--- config.mk ---
export PLATFORM = sky130hd
export DESIGN_NAME = rtp_header_rewriter_flat
export DESIGN_NICKNAME = d
export VERILOG_FILES = /design/src/design/rtphr_pkg.sv /design/src/design/rtphr_hdr_if.sv /design/src/design/rtphr_upd_if.sv /design/src/design/rtp_header_rewriter.sv /design/src/design/rtphr_cfg.sv /design/src/design/rtphr_front.sv /design/src/design/rtphr_fifo.sv /design/src/design/rtphr_back.sv /design/src/flat_wrapper.sv
export SDC_FILE = /design/constraint.sdc
export NUM_CORES = 1
export LEC_CHECK = 0
export BUFFER_PORTS_ARGS = -buffer_cell sky130_fd_sc_hd__buf_2
export CAP_MARGIN = 0
export CORE_MARGIN = 5
export CORE_UTILIZATION = 33
export CTS_BUF_LIST = sky130_fd_sc_hd__clkbuf_8
export DETAILED_ROUTE_END_ITERATION = 6
export PLACE_DENSITY_LB_ADDON = 0.3
export SLEW_MARGIN = 15
export SYNTH_ARGS = -nofsm -noshare
export SYNTH_HDL_FRONTEND = slang
export SYNTH_SLANG_ARGS = --single-unit
export TNS_END_PERCENT = 20
--- constraint.sdc ---
create_clock -name clk -period 26.4 [get_ports clk]
set_input_delay 1.32 -clock clk [delete_from_list [all_inputs] [get_ports clk]]
set_output_delay 1.32 -clock clk [all_outputs]
set_load 0.02 [all_outputs]
--- src/design/rtphr_pkg.sv ---
`default_nettype none

package rtphr_pkg;

    localparam int CfgIdxW  = 3;
    localparam int CfgDataW = 32;

    localparam logic [CfgIdxW-1:0] REG_SEQ_ENABLE   = 3'd0;
    localparam logic [CfgIdxW-1:0] REG_SEQ_START    = 3'd1;
    localparam logic [CfgIdxW-1:0] REG_TS_ENABLE    = 3'd2;
    localparam logic [CfgIdxW-1:0] REG_TS_START     = 3'd3;
    localparam logic [CfgIdxW-1:0] REG_TS_INCREMENT = 3'd4;
    localparam logic [CfgIdxW-1:0] REG_SSRC_ENABLE  = 3'd5;
    localparam logic [CfgIdxW-1:0] REG_SSRC_VALUE   = 3'd6;

    localparam logic [7:0] PROTO_TCP = 8'd6;
    localparam logic [7:0] PROTO_UDP = 8'd17;

    localparam int FifoDepth = 2;
    localparam int FifoPtrW  = 1;
    localparam int FifoCntW  = 2;

    typedef struct packed {
        logic        seq_enable;
        logic [15:0] seq_start;
        logic        ts_enable;
        logic [31:0] ts_start;
        logic [31:0] ts_increment;
        logic        ssrc_enable;
        logic [31:0] ssrc_value;
    } cfg_t;

    // one classified header on its way to the back end
    typedef struct packed {
        logic        seq_rw;
        logic        ts_rw;
        logic        ssrc_rw;
        logic [15:0] old_checksum;
        logic [15:0] old_seq;
        logic [31:0] old_timestamp;
        logic [31:0] old_ssrc;
        logic [15:0] rep_seq;
        logic [31:0] rep_timestamp;
        logic [31:0] rep_ssrc;
    } job_t;

endpackage

`default_nettype wire

--- src/design/rtphr_hdr_if.sv ---
`default_nettype none

interface rtphr_hdr_if;
    logic        valid;
    logic        ready;
    logic [7:0]  ip_protocol;
    logic [15:0] old_checksum;
    logic [15:0] old_seq;
    logic [31:0] old_timestamp;
    logic [31:0] old_ssrc;

    modport source (
        output valid, ip_protocol, old_checksum, old_seq, old_timestamp, old_ssrc,
        input  ready
    );
    modport sink (
        input  valid, ip_protocol, old_checksum, old_seq, old_timestamp, old_ssrc,
        output ready
    );
endinterface

`default_nettype wire

--- src/design/rtphr_upd_if.sv ---
`default_nettype none

interface rtphr_upd_if;
    logic        valid;
    logic        ready;
    logic [15:0] new_checksum;
    logic [15:0] new_seq;
    logic [31:0] new_timestamp;
    logic [31:0] new_ssrc;

    modport source (
        output valid, new_checksum, new_seq, new_timestamp, new_ssrc,
        input  ready
    );
    modport sink (
        input  valid, new_checksum, new_seq, new_timestamp, new_ssrc,
        output ready
    );
endinterface

`default_nettype wire

--- src/design/rtp_header_rewriter.sv ---
// A header word accepted here is written into the queue, and its result word is registered
// in the output register once the back end takes it from the queue.
// Throughput: one word per cycle unless the queue is full or the output stalls; the front
// counters and the back checksum adder each end in a register, and a two-entry queue between
// them lets either side stall alone. Ready drops only while that queue is full.
// Reset clears the registers to zero, the counters and the started flag, and empties the
// queue and the output register.
`default_nettype none

module rtp_header_rewriter (
    input  wire logic                           clk,
    input  wire logic                           rst_n,
    input  wire logic                           cfg_we,
    input  wire logic [rtphr_pkg::CfgIdxW-1:0]  cfg_index,
    input  wire logic [rtphr_pkg::CfgDataW-1:0] cfg_data,
    rtphr_hdr_if.sink                           hdr,
    rtphr_upd_if.source                         upd
);

    rtphr_pkg::cfg_t cfg;
    rtphr_pkg::job_t push_job;
    rtphr_pkg::job_t pop_job;
    logic            push;
    logic            full;
    logic            pop;
    logic            empty;

    rtphr_cfg u_cfg (
        .clk       (clk),
        .rst_n     (rst_n),
        .cfg_we    (cfg_we),
        .cfg_index (cfg_index),
        .cfg_data  (cfg_data),
        .cfg       (cfg)
    );

    rtphr_front u_front (
        .clk   (clk),
        .rst_n (rst_n),
        .cfg   (cfg),
        .hdr   (hdr),
        .job   (push_job),
        .push  (push),
        .full  (full)
    );

    rtphr_fifo u_fifo (
        .clk     (clk),
        .rst_n   (rst_n),
        .push    (push),
        .wr_data (push_job),
        .full    (full),
        .pop     (pop),
        .empty   (empty),
        .rd_data (pop_job)
    );

    rtphr_back u_back (
        .clk   (clk),
        .rst_n (rst_n),
        .job   (pop_job),
        .empty (empty),
        .pop   (pop),
        .upd   (upd)
    );

endmodule

`default_nettype wire

--- src/design/rtphr_cfg.sv ---
`default_nettype none

module rtphr_cfg (
    input  wire logic                           clk,
    input  wire logic                           rst_n,
    input  wire logic                           cfg_we,
    input  wire logic [rtphr_pkg::CfgIdxW-1:0]  cfg_index,
    input  wire logic [rtphr_pkg::CfgDataW-1:0] cfg_data,
    output rtphr_pkg::cfg_t                     cfg
);

    rtphr_pkg::cfg_t cfg_reg;
    rtphr_pkg::cfg_t cfg_next;

    always_comb
    begin
        cfg_next = cfg_reg;
        if (cfg_we)
        begin
            case (cfg_index)
                rtphr_pkg::REG_SEQ_ENABLE:   cfg_next.seq_enable   = cfg_data[0];
                rtphr_pkg::REG_SEQ_START:    cfg_next.seq_start    = cfg_data[15:0];
                rtphr_pkg::REG_TS_ENABLE:    cfg_next.ts_enable    = cfg_data[0];
                rtphr_pkg::REG_TS_START:     cfg_next.ts_start     = cfg_data[31:0];
                rtphr_pkg::REG_TS_INCREMENT: cfg_next.ts_increment = cfg_data[31:0];
                rtphr_pkg::REG_SSRC_ENABLE:  cfg_next.ssrc_enable  = cfg_data[0];
                rtphr_pkg::REG_SSRC_VALUE:   cfg_next.ssrc_value   = cfg_data[31:0];
                default:                     cfg_next = cfg_reg;
            endcase
        end
    end

    always_ff @(posedge clk or negedge rst_n)
    begin
        if (!rst_n)
        begin
            cfg_reg <= '0;
        end
        else
        begin
            cfg_reg <= cfg_next;
        end
    end

    assign cfg = cfg_reg;

endmodule

`default_nettype wire

--- src/design/rtphr_front.sv ---
`default_nettype none

module rtphr_front (
    input  wire logic       clk,
    input  wire logic       rst_n,
    input  rtphr_pkg::cfg_t cfg,
    rtphr_hdr_if.sink       hdr,
    output rtphr_pkg::job_t job,
    output logic            push,
    input  wire logic       full
);

    logic        started_reg;
    logic        started_next;
    logic [15:0] seq_cnt_reg;
    logic [15:0] seq_cnt_next;
    logic [31:0] ts_cnt_reg;
    logic [31:0] ts_cnt_next;

    logic        is_rtp;
    logic [15:0] cur_seq;
    logic [31:0] cur_ts;

    assign hdr.ready = !full;
    assign push      = hdr.valid && !full;

    assign is_rtp  = (hdr.ip_protocol == rtphr_pkg::PROTO_TCP) ||
                     (hdr.ip_protocol == rtphr_pkg::PROTO_UDP);
    // counters load their start values on the first TCP/UDP packet
    assign cur_seq = started_reg ? seq_cnt_reg : cfg.seq_start;
    assign cur_ts  = started_reg ? ts_cnt_reg  : cfg.ts_start;

    always_comb
    begin
        job.seq_rw        = is_rtp && cfg.seq_enable;
        job.ts_rw         = is_rtp && cfg.ts_enable;
        job.ssrc_rw       = is_rtp && cfg.ssrc_enable;
        job.old_checksum  = hdr.old_checksum;
        job.old_seq       = hdr.old_seq;
        job.old_timestamp = hdr.old_timestamp;
        job.old_ssrc      = hdr.old_ssrc;
        job.rep_seq       = cur_seq;
        job.rep_timestamp = cur_ts;
        job.rep_ssrc      = cfg.ssrc_value;
    end

    always_comb
    begin
        started_next = started_reg;
        seq_cnt_next = seq_cnt_reg;
        ts_cnt_next  = ts_cnt_reg;
        if (push && is_rtp)
        begin
            started_next = 1'b1;
            if (cfg.seq_enable)
            begin
                seq_cnt_next = cur_seq + 16'd1;
            end
            if (cfg.ts_enable)
            begin
                ts_cnt_next = cur_ts + cfg.ts_increment;
            end
        end
    end

    always_ff @(posedge clk or negedge rst_n)
    begin
        if (!rst_n)
        begin
            started_reg <= 1'b0;
            seq_cnt_reg <= '0;
            ts_cnt_reg  <= '0;
        end
        else
        begin
            started_reg <= started_next;
            seq_cnt_reg <= seq_cnt_next;
            ts_cnt_reg  <= ts_cnt_next;
        end
    end

endmodule

`default_nettype wire

--- src/design/rtphr_fifo.sv ---
`default_nettype none

module rtphr_fifo (
    input  wire logic       clk,
    input  wire logic       rst_n,
    input  wire logic       push,
    input  rtphr_pkg::job_t wr_data,
    output logic            full,
    input  wire logic       pop,
    output logic            empty,
    output rtphr_pkg::job_t rd_data
);

    rtphr_pkg::job_t mem_reg [rtphr_pkg::FifoDepth];

    logic [rtphr_pkg::FifoPtrW-1:0] wr_ptr_reg;
    logic [rtphr_pkg::FifoPtrW-1:0] wr_ptr_next;
    logic [rtphr_pkg::FifoPtrW-1:0] rd_ptr_reg;
    logic [rtphr_pkg::FifoPtrW-1:0] rd_ptr_next;
    logic [rtphr_pkg::FifoCntW-1:0] cnt_reg;
    logic [rtphr_pkg::FifoCntW-1:0] cnt_next;
    logic                           do_push;
    logic                           do_pop;

    assign full    = (cnt_reg == rtphr_pkg::FifoCntW'(rtphr_pkg::FifoDepth));
    assign empty   = (cnt_reg == '0);
    assign do_push = push && !full;
    assign do_pop  = pop && !empty;
    assign rd_data = mem_reg[rd_ptr_reg];

    always_comb
    begin
        wr_ptr_next = wr_ptr_reg;
        rd_ptr_next = rd_ptr_reg;
        cnt_next    = cnt_reg;
        if (do_push)
        begin
            wr_ptr_next = wr_ptr_reg + 1'b1;
        end
        if (do_pop)
        begin
            rd_ptr_next = rd_ptr_reg + 1'b1;
        end
        if (do_push && !do_pop)
        begin
            cnt_next = cnt_reg + 1'b1;
        end
        else if (do_pop && !do_push)
        begin
            cnt_next = cnt_reg - 1'b1;
        end
    end

    always_ff @(posedge clk)
    begin
        if (do_push)
        begin
            mem_reg[wr_ptr_reg] <= wr_data;
        end
    end

    always_ff @(posedge clk or negedge rst_n)
    begin
        if (!rst_n)
        begin
            wr_ptr_reg <= '0;
            rd_ptr_reg <= '0;
            cnt_reg    <= '0;
        end
        else
        begin
            wr_ptr_reg <= wr_ptr_next;
            rd_ptr_reg <= rd_ptr_next;
            cnt_reg    <= cnt_next;
        end
    end

endmodule

`default_nettype wire

--- src/design/rtphr_back.sv ---
`default_nettype none

module rtphr_back (
    input  wire logic       clk,
    input  wire logic       rst_n,
    input  rtphr_pkg::job_t job,
    input  wire logic       empty,
    output logic            pop,
    rtphr_upd_if.source     upd
);

    logic        valid_reg;
    logic        valid_next;
    logic [15:0] ck_reg;
    logic [15:0] seq_reg;
    logic [31:0] ts_reg;
    logic [31:0] ssrc_reg;

    logic [19:0] t_seq;
    logic [19:0] t_ts;
    logic [19:0] t_ssrc;
    logic [19:0] sum;
    logic [19:0] fold1;
    logic [15:0] fold2;
    logic [15:0] ck_new;

    assign pop = !empty && (!valid_reg || upd.ready);

    // RFC 1624 eqn 3 over all replaced words at once: one end-around sum
    always_comb
    begin
        t_seq  = job.seq_rw ?
                 ({4'b0, ~job.old_seq} + {4'b0, job.rep_seq}) : 20'd0;
        t_ts   = job.ts_rw ?
                 ({4'b0, ~job.old_timestamp[31:16]} + {4'b0, ~job.old_timestamp[15:0]} +
                  {4'b0, job.rep_timestamp[31:16]} + {4'b0, job.rep_timestamp[15:0]})
                 : 20'd0;
        t_ssrc = job.ssrc_rw ?
                 ({4'b0, ~job.old_ssrc[31:16]} + {4'b0, ~job.old_ssrc[15:0]} +
                  {4'b0, job.rep_ssrc[31:16]} + {4'b0, job.rep_ssrc[15:0]})
                 : 20'd0;
        sum    = {4'b0, ~job.old_checksum} + t_seq + t_ts + t_ssrc;
        fold1  = {4'b0, sum[15:0]} + {16'b0, sum[19:16]};
        fold2  = fold1[15:0] + {12'b0, fold1[19:16]};
        ck_new = ~fold2;
    end

    always_comb
    begin
        valid_next = valid_reg;
        if (pop)
        begin
            valid_next = 1'b1;
        end
        else if (upd.ready)
        begin
            valid_next = 1'b0;
        end
    end

    always_ff @(posedge clk or negedge rst_n)
    begin
        if (!rst_n)
        begin
            valid_reg <= 1'b0;
        end
        else
        begin
            valid_reg <= valid_next;
        end
    end

    always_ff @(posedge clk)
    begin
        if (pop)
        begin
            ck_reg   <= ck_new;
            seq_reg  <= job.seq_rw  ? job.rep_seq       : job.old_seq;
            ts_reg   <= job.ts_rw   ? job.rep_timestamp : job.old_timestamp;
            ssrc_reg <= job.ssrc_rw ? job.rep_ssrc      : job.old_ssrc;
        end
    end

    assign upd.valid         = valid_reg;
    assign upd.new_checksum  = ck_reg;
    assign upd.new_seq       = seq_reg;
    assign upd.new_timestamp = ts_reg;
    assign upd.new_ssrc      = ssrc_reg;

endmodule

`default_nettype wire

--- src/flat_wrapper.sv ---
// flat-port wrapper written by rule: the top's interface ports become plain ports
module rtp_header_rewriter_flat 
  (clk, rst_n, cfg_we, cfg_index, cfg_data, hdr_valid, hdr_ip_protocol, hdr_old_checksum, hdr_old_seq, hdr_old_timestamp, hdr_old_ssrc, hdr_ready, upd_valid, upd_new_checksum, upd_new_seq, upd_new_timestamp, upd_new_ssrc, upd_ready);
  rtphr_hdr_if hdr_i ();
  rtphr_upd_if upd_i ();
  input  wire logic clk;
  input  wire logic rst_n;
  input  wire logic cfg_we;
  input  wire logic [rtphr_pkg::CfgIdxW-1:0] cfg_index;
  input  wire logic [rtphr_pkg::CfgDataW-1:0] cfg_data;
  input wire logic [$bits(hdr_i.valid)-1:0] hdr_valid;
  input wire logic [$bits(hdr_i.ip_protocol)-1:0] hdr_ip_protocol;
  input wire logic [$bits(hdr_i.old_checksum)-1:0] hdr_old_checksum;
  input wire logic [$bits(hdr_i.old_seq)-1:0] hdr_old_seq;
  input wire logic [$bits(hdr_i.old_timestamp)-1:0] hdr_old_timestamp;
  input wire logic [$bits(hdr_i.old_ssrc)-1:0] hdr_old_ssrc;
  output wire logic [$bits(hdr_i.ready)-1:0] hdr_ready;
  output wire logic [$bits(upd_i.valid)-1:0] upd_valid;
  output wire logic [$bits(upd_i.new_checksum)-1:0] upd_new_checksum;
  output wire logic [$bits(upd_i.new_seq)-1:0] upd_new_seq;
  output wire logic [$bits(upd_i.new_timestamp)-1:0] upd_new_timestamp;
  output wire logic [$bits(upd_i.new_ssrc)-1:0] upd_new_ssrc;
  input wire logic [$bits(upd_i.ready)-1:0] upd_ready;
  assign hdr_i.valid = hdr_valid;
  assign hdr_i.ip_protocol = hdr_ip_protocol;
  assign hdr_i.old_checksum = hdr_old_checksum;
  assign hdr_i.old_seq = hdr_old_seq;
  assign hdr_i.old_timestamp = hdr_old_timestamp;
  assign hdr_i.old_ssrc = hdr_old_ssrc;
  assign hdr_ready = hdr_i.ready;
  assign upd_valid = upd_i.valid;
  assign upd_new_checksum = upd_i.new_checksum;
  assign upd_new_seq = upd_i.new_seq;
  assign upd_new_timestamp = upd_i.new_timestamp;
  assign upd_new_ssrc = upd_i.new_ssrc;
  assign upd_i.ready = upd_ready;
  rtp_header_rewriter u_core (.clk(clk), .rst_n(rst_n), .cfg_we(cfg_we), .cfg_index(cfg_index), .cfg_data(cfg_data), .hdr(hdr_i), .upd(upd_i));
endmodule
; Yosys cells after proc, flatten, opt, wreduce, memory -nomap -nowiden
; Memories as Yosys holds them, arrays and structs flattened.
; Index checks and enable logic that the tools add are counted.
[op_classes]
n_addsub = 18
n_eq_ne = 9
n_mux = 14
bitwise_logic = 7
n_reduce_logical = 30
[ops]
columns = operator, count
row1 = 16-bit inverter, 7
row2 = 32-bit 2-to-1 mux, 3
row3 = 16-bit by 16-bit adder with 17-bit output, 3
row4 = 18-bit by 16-bit adder with 19-bit output, 2
row5 = 19-bit 2-to-1 mux, 2
row6 = 17-bit by 16-bit adder with 18-bit output, 2
row7 = 32-bit adder, 1
row8 = 16-bit 2-to-1 mux, 2
row9 = 18-bit by 19-bit adder with 20-bit output, 1
row10 = 20-bit by 19-bit adder with 20-bit output, 1
row11 = 16-bit by 17-bit adder with 18-bit output, 1
row12 = 2-bit AND reduction, 9
row13 = 16-bit by 4-bit adder with 17-bit output, 1
row14 = 17-bit 2-to-1 mux, 1
row15 = 16-bit by 1-bit adder with 16-bit output, 1
row16 = 16-bit by 1-bit adder with 16-bit output (second input constant), 1
row17 = 1-bit logical AND, 10
row18 = 3-bit equality test (second input constant), 3
row19 = 8-bit by 3-bit equality test with 1-bit output (second input constant), 1
row20 = 8-bit by 5-bit equality test with 1-bit output (second input constant), 1
row21 = 3-bit by 2-bit equality test with 1-bit output (second input constant), 2
row22 = 1-bit zero test, 5
row23 = 1-bit 2-to-1 mux, 4
row24 = 2-bit 2-to-1 mux, 2
row25 = other kinds (9), 12
[totals]
regBits = 265
ram_bits = 358
n_memories = 1
[mem_list]
columns = memory, words, word_bits, rd, rd_ports_with_merged_regs, write_ports, line
row1 = u_core.u_fifo.mem_reg, 2, 179, 1, 0, 1, rtphr_fifo.sv:14  ; rtphr_pkg::job_t mem_reg [rtphr_pkg::FifoDepth];

; Depth between registers and ports, before layout
; Gate-level depths: netlist (run 1).
; An unclocked memory read counts as a cell.
[logic_depth]
depth_word = 11
ltp_mapped = 51
mapped_depth_nobuf = 47

; Modules after synthesis
; A second synthesis (run 1) with hierarchy kept.
[hier_totals]
hier_cells = 2555
area_unflattened_um2 = 33722.3
[by_module_without_submodules]
columns = module, instances, cells_each, area_each_um2, seq_area_each_um2
row1 = rtphr_fifo, 1, 576, 13513.0, 10850.4
row2 = rtphr_back, 1, 1100, 10386.2, 2907.8
row3 = rtphr_front, 1, 630, 5338.9, 1226.2
row4 = rtphr_cfg, 1, 249, 4484.3, 2877.8

; Least setup slack after synthesis (run 1)
; OpenSTA, ideal clock, no wires.
[synth_path]
path_kind = register to register
startpoint = register u_core.u_fifo.rd_ptr_reg
endpoint = register u_core.u_back.ck_reg[12], in the netlist u_core.u_back.upd.new_checksum[12], data pin
setup_time_ps = 259
arrival_time_ps = 10908
path_slack_ps = 15233
stages_incl_launch_ff = 51
n_path_buf = 4
path_cell_list = dfrtp_1 buf_1 clkbuf_1 buf_1 buf_1 mux2i_1 fa_1 fa_1 inv_1 ha_1 fa_1 a21o_1 a21o_1 a21o_1 a21o_1 a21oi_1 inv_1 a21oi_1 [15 not listed] xor2_1 inv_1 fa_1 nor2b_1 o21ai_0 nand2b_1 nand3_2 nor2_1 nand2_1 nor2_1 ha_1 ha_1 and3_1 or3b_2 or3_1 nor2_1 o21ai_0 xnor2_1
[synth_between]
elab_chain_cells = 11
elab_cells_between_ends = 23
classes_between = 12 x add/sub / 3 x mux / 7 x bitwise / 1 x memory
[synth_rtl]
columns = element, line
row1 = from (decl), rtphr_fifo.sv:18  ; logic [rtphr_pkg::FifoPtrW-1:0] rd_ptr_reg;
row2 = from (signal assigned), rtphr_fifo.sv:73  ; rd_ptr_reg <= rd_ptr_next;
row3 = memory read 2 x 179 bit *, --
row4 = 16-bit inverter, rtphr_back.sv:35  ; ({4'b0, ~job.old_timestamp[31:16]} + {4'b0, ~job.old_timestamp[15:0]} +
row5 = 16-bit by 16-bit adder with 17-bit output, rtphr_back.sv:35
row6 = 17-bit by 16-bit adder with 18-bit output, rtphr_back.sv:35
row7 = 18-bit by 16-bit adder with 19-bit output, rtphr_back.sv:36  ; {4'b0, job.rep_timestamp[31:16]} + {4'b0, job.rep_timestamp[15:0]})
row8 = 19-bit 2-to-1 mux, rtphr_back.sv:34  ; t_ts = job.ts_rw ?
row9 = 18-bit by 19-bit adder with 20-bit output, rtphr_back.sv:42  ; sum = {4'b0, ~job.old_checksum} + t_seq + t_ts + t_ssrc;
row10 = 20-bit by 19-bit adder with 20-bit output *, rtphr_back.sv:42
row11 = 16-bit by 4-bit adder with 17-bit output *, rtphr_back.sv:43  ; fold1 = {4'b0, sum[15:0]} + {16'b0, sum[19:16]};
row12 = 16-bit by 1-bit adder with 16-bit output *, rtphr_back.sv:44  ; fold2 = fold1[15:0] + {12'b0, fold1[19:16]};
row13 = 16-bit inverter *, rtphr_back.sv:45  ; ck_new = ~fold2;
row14 = net u_core.u_back.ck_new[12], rtphr_back.sv:25  ; logic [15:0] ck_new;
row15 = to (signal assigned), rtphr_back.sv:77  ; ck_reg <= ck_new;
row16 = to (decl), rtphr_back.sv:14  ; logic [15:0] ck_reg;
; The timed path passes the listed nets; every way through them passes the cells marked *.
; A chain may end at the register's enable or synchronous reset.

; Worst setup path in the final report (run 1)
; Same ends and word-level chain as after synthesis.

==> flow_summary.yaml, run 1 <==
synthesis:
  synth.net_count: 2666
  synth_area_sq_um: 31100
  synth_area_per_cell_sq_um: 13.5
  synth_async_reset_ratio_pct: 27.1
  synth_edf_count: 454
  yosys_most_used_dff: "edfxtp_1"
  yosys-top-cells-area: "edfxtp_1, dfrtp_1, mux2_2"
  synth_sequential_area_ratio_pct: 57.4
  yosys.area.top_type_share_pct: 43.8
  synthDistinctLibCells: 73
  synth_top_cell_by_area: "edfxtp_1"
  netlist_instances: 2310
  ys_warn_count: 0
  ys_seq_elements: 623
die:
  fp.coreArea_sq_um: 93500
  die_w_um: 317
  die-area_sq_um: 101000
  floorplan.initialDensity_pct: 33.3
  floorplan.rows: 112
  die_height_um: 317
  design.portCount: 242
grt:
  global_route.usage.total_pct: 16.6
  grt_overflow_total: 0
  first_global_vias: 20000
  global_route_wire_length_before_repair_um: 124000
  grt_start_max_net_pins: 73
  initial_antenna_violation_count: 18
drt:
  average_via_count_per_standard_cell: 4.85
  number_of_remaining_drc_errors: 0
  antenna_left: 0
  avg_wl_per_cell_um: 21.3
  drt_pass1_iterations: 5
  drt-total-wl_um: 84200
  detailedRoute.firstIterationViolations: 1419
  dr_total_vias: 19200
timing:
  worst_slew_margin_rel_pct: 23.8
  timing_worst_slew_pin_value_ps: 1130
  drv_slew: 0
  fin_crit_sh_pct: 46.3
  setup_tns_ps: 0
  grt_setup_unrepaired: "false"
  timing.final.crit_period_ps: 12220
  finalClockSkew_ps: 42.7
  final-hold-violation-count: 0
  final_setup_violating_endpoints: 0
  fmaxAchievable_mhz: 81.8
cells_and_area:
  finalNetCount: 2957
  largest_register_ff_count: 358
  areaGrowthSynthToFinish_pct: 15.7
  layout_cell_share_with_drive_strength_beyond_1_pct: 25.8
clocking:
  htree_levels: 3
  count_of_hold_buffers_inserted_by_post_cts_repair: 0
  cts_buffer_depth: 3
  cts_resized: 0
  insertion_delay_ps: 750
  cts.clk_slew.worst_paths_ps: 60
  cts.repair_timing.setup_buffer_count: 0
  clock_sinks: 623
  tritoncts: "yes"
  clock-root-buffer: "clkbuf_8"
  tritoncts.num_buffers: 104
setup_path:
  worst-setup-path-type: "flip-flop to flip-flop"
  cp.required_ps: 26870
  worst_setup_path_start_kind: "flip-flop"
  crit_arrival_ps: 12690
  worst_setup_path_startpoint: "u_core.u_fifo.rd_ptr_reg"
  critical-path-slowest-cell: "dfrtp_4"
  critPathMaxFanout: 45
  crit_end_element: "flip-flop"
  r2r_start: "u_core.u_fifo.rd_ptr_reg"
  slowest_delay_ps: 760
min_path:
  holdCritStartpoint: "u_core.u_cfg.cfg[15]"
  hold_path.class: "flip-flop to flip-flop"
placement:
  dp_hpwl_um: 62200
  port_buffers: 241
  routabilityCongestion: 0.856
outcome:
  run_status: "complete, no violations"
job:
  maxCapViolations: 0
[final cells by class]
| cell class | instances | area (sq um) |
|---|---|---|
| tap | 1254 | 1570 |
| clock inverter | 82 | 592 |
| fill | 8937 | 57500 |
| clock buffer | 112 | 1540 |
| sequential | 623 | 17900 |
| timing repair buffer | 263 | 1380 |
| antenna | 13 | 32.5 |
| multi-input combinational | 1459 | 12500 |
| inverter | 150 | 566 |
[path summary, 6_finish.rpt]
path                                                       to  slack [ps]  cells past startpoint
setup / recovery           u_core.u_back.upd.new_checksum[12]       14180                     46
hold / removal                   u_core.u_fifo.mem_reg[1][15]         460                      0
setup reg to reg           u_core.u_back.upd.new_checksum[12]       14180                     46
hold reg to reg                  u_core.u_fifo.mem_reg[1][15]         460                      0
max in group asynchronous                u_core.u_cfg.cfg[92]       23800                      3
min in group asynchronous               u_core.u_cfg.cfg[113]         570                      1
[cell usage in the layout (no fill, tap or decap), types with 111 or more instances in the layout]
cell type  netlist  layout
nor2_1         169     168
buf_2            0     240
dfrtp_1        169     167
ha_1           111     111
mux2_2         251     251
edfxtp_1       454     454
a21oi_1        141     141
clkbuf_8         0     112
nand2_1        119     118
inv_1          150     177
[Yosys cell counts (4+ instances only)]
library cell,n
o21a_1,8
a31oi_1,8
nand2b_1,14
nand3b_1,8
or2_2,11
clkbuf_1,57
o31ai_1,4
o311ai_0,5
nand3_1,20
dfrtp_1,169
mux2i_1,99
fa_1,101
and3_1,11
ha_1,111
o211ai_1,6
nand2_1,119
edfxtp_1,454
nand4b_1,4
o41ai_1,4
nand4_1,8
a21o_1,31
nor3b_1,7
xnor2_1,67
mux2_2,251
and2_1,5
nor3_1,27
buf_1,20
nor2b_1,8
o21ai_0,83
o21bai_1,11
xor2_1,49
nor2_1,169
a211oi_1,11
inv_1,150
a21oi_1,141
[layer usage]
metal  global-route usage, %  up-vias  wire length (um)
met1                    22.6     9520             37300
met4                    6.09        2              2910
li1                        -     8958                 -
met3                    3.53      144              5320
met2                    26.3      568             38700
met5                       0        -                13
[logic make-up after synthesis]
family	after synthesis	share of synthesized area (%)
multiplexers	350	12.3
adder cells (fa/ha/maj)	212	11.0
XOR/XNOR	117	3.32
AND/OR/NAND/NOR	431	6.42
buffers and inverters	228	2.75
flip-flops	623	57.4
AO/OA/AOI/OAI	349	6.89
[worst max-delay path, delay by kind of cell (launching register included)]
family | cells | cell delay, ps
buffers and inverters | 6 | 1490
XOR/XNOR | 2 | 370
AND/OR/NAND/NOR | 13 | 2540
AO/OA/AOI/OAI | 15 | 2560
multiplexers | 1 | 440
adder cells (fa/ha/maj) | 9 | 3660
flip-flops | 1 | 760
[stage by stage]
step / instance area (sq um) / hold slack (ps) / worst slack (ps) / instances / utilization, %
3_3_place_gp: 33800 / 448 / 14420 / 3749 / 36.2
2_1_floorplan: 31100 / 437 / 15230 / 2310 / -
3_5_place_dp: 33800 / 453 / 14270 / 3749 / 36.2
4_1_cts: 36000 / 465 / 14260 / 3943 / 38.5
6_report: 36000 / 464 / 14180 / 3956 / 38.5
5_1_grt: 36000 / 473 / 13170 / 3946 / 38.5
Power of run 1 is not shown: default switching activity piles up to over one toggle a cycle in this logic, so the estimate is an artifact.
==> inputs of run 2 (changes only) <==
- clock period: 26.4 -> 10.65 ns (I/O delays scaled with it)
==> run 2 against run 1 <==
- utilization up 1.3 points
- sequential share of layout area decreased by 1.7 points
- clock skew down 13 ps
- register-to-register slack worse by 14000 ps
- hold slack worse by 390 ps
- first-iteration DRC count down 23%
- die area stayed put
- final cell count grew 2.8%
- critical path depth rose by 1
- design area rose by 3.5%
==> flow_summary.yaml, run 2 (same netlist as run 1, synthesis figures left out) <==
setup_path:
  slowest_delay_ps: 570
  worst_setup_path_startpoint: "u_core.u_fifo.rd_ptr_reg"
  worst-setup-path-type: "flip-flop to flip-flop"
  critPathMostFrequentCell: "a21o_1"
  crit_end_element: "flip-flop"
  cp.required_ps: 11100
  r2r_start: "u_core.u_fifo.rd_ptr_reg"
  worst_r2r_path_depth: 47
  critPathMaxFanout: 8
  worst-r2r-setup-slack_ps: 520
  critical_path.reg2reg.endpoint: "u_core.u_back.upd.new_checksum[12]"
  worst_setup_path_start_kind: "flip-flop"
  crit_arrival_ps: 10570
  critical-path-slowest-cell: "dfrtp_4"
grt:
  initial_antenna_violation_count: 14
  grt_start_max_net_pins: 148
  global_route.usage.total_pct: 16.7
  first_global_vias: 20800
  global_route_wire_length_before_repair_um: 127000
  grt_overflow_total: 0
timing:
  final-hold-violation-count: 0
  fmaxAchievable_mhz: 98.7
  timing.final.crit_period_ps: 10130
  fin_crit_sh_pct: 95.1
  worst_slew_margin_rel_pct: 25.7
  finalClockSkew_ps: 30.1
  drv_slew: 0
  timing_worst_slew_pin_value_ps: 1110
  final_setup_violating_endpoints: 0
placement:
  routabilityCongestion: 0.896
  dp_hpwl_um: 63100
  place_area_sq_um: 34000
  port_buffers: 241
  place_inst: 3768
cells_and_area:
  layout_cell_share_with_drive_strength_beyond_1_pct: 26.6
  most_frequent_cells_in_the_layout: "edfxtp_1, mux2_2, buf_2"
  areaGrowthSynthToFinish_pct: 19.7
  most_frequent_standard_cell_in_the_layout_excluding_fill_and_tap_cells: "edfxtp_1"
  largest_register_ff_count: 358
  layoutNonFillerInstCount: 4066
  postLayoutCoreUtil_pct: 39.8
  finalNetCount: 3072
  layout.cell_area.non_filler_sq_um: 37200
  number_of_fillers_in_the_final_layout: 8821
min_path:
  holdCritStartpoint: "hdr_old_ssrc[11]"
  hold_path_end: "u_core.u_fifo.mem_reg[0][91]"
  hold_path.class: "primary input to flip-flop"
  timing.hold.worst_path_depth: 1
clocking:
  tritoncts: "yes"
  cts_buffer_depth: 3
  cts.clk_slew.worst_paths_ps: 60
  insertion_delay_ps: 720
  clock_sinks: 623
  htree_levels: 3
  tritoncts.num_buffers: 106
  clock-root-buffer: "clkbuf_8"
drt:
  drt-total-wl_um: 84900
  detailedRoute.firstIterationViolations: 1092
  number_of_remaining_drc_errors: 0
  antenna_left: 0
  average_via_count_per_standard_cell: 4.83
  avg_wl_per_cell_um: 20.9
  dr_total_vias: 19600
  drt_pass1_iterations: 5
outcome:
  run_status: "complete, no violations"
die:
  die_height_um: 317
  floorplan.initialDensity_pct: 33.3
  die-area_sq_um: 101000
  fp.coreArea_sq_um: 93500
  floorplan.rows: 112
  die_w_um: 317
  design.portCount: 242
job:
  maxCapViolations: 0
run 2: metal layers:
metal  vias up  track usage (%)  wire length, um
met1      9779             22.6            38200
met2       524             27.2            39600
li1       9202                -                -
met5         -                0               26
met3       130             3.34             4720
met4         4             5.20             2320
run 2: final cells by class:
type	instances	area, sq um	share of cell area (%)
timing repair buffer	376	2540	6.83
tap	1254	1570	4.21
clock buffer	116	1600	4.29
multi-input combinational	1459	12500	33.7
inverter	150	566	1.52
sequential	623	17900	48.0
clock inverter	79	533	1.43
antenna	9	22.5	0.0605
run 2: worst max-delay path by stage:
stage / to / slack, ps / cells past startpoint
6_report: u_core.u_back.upd.new_checksum[12] / 520 / 47
5_1_grt: u_core.u_back.upd.new_checksum[12] / -20 / 46
4_1_cts: u_core.u_back.upd.new_checksum[12] / 20 / 46
3_5_place_dp: u_core.u_back.upd.new_checksum[12] / 60 / 46
3_3_place_gp: u_core.u_back.upd.new_checksum[12] / 250 / 46
2_1_floorplan: u_core.u_back.upd.new_checksum[12] / 130 / 50
run 2: critical path: cells and delay by family, from the launching register on:
| kind | cells | cell delay (ps) |
|---|---|---|
| multiplexers | 1 | 320 |
| flip-flops | 1 | 570 |
| AND/OR/NAND/NOR | 13 | 2050 |
| AO/OA/AOI/OAI | 14 | 2270 |
| XOR/XNOR | 3 | 520 |
| adder cells (fa/ha/maj) | 9 | 3520 |
| buffers and inverters | 7 | 620 |
run 2: metrics by stage:
| step | hold WS, ps | worst slack (ps) | TNS, ps |
|---|---|---|---|
| floorplan | 237 | 125 | 0 |
| global placement | 448 | 255 | 0 |
| detailed placement | 456 | 63.1 | 0 |
| CTS | 6.34 | 23.8 | 0 |
| global route | 22.7 | -19.4 | -30.6 |
| finish | 69.9 | 523 | 0 |
run 2: timing repair:
| item | 4_1_cts | 5_1_grt |
|---|---|---|
| hold buffers | 88 | 0 |
| setup buffers | 0 | 4 |
| gates resized for setup | 0 | 31 |
| endpoints found under the hold margin | 222 | 0 |
| endpoints found under the setup margin | 0 | 8 |
Power of run 2 is left out for the same reason.
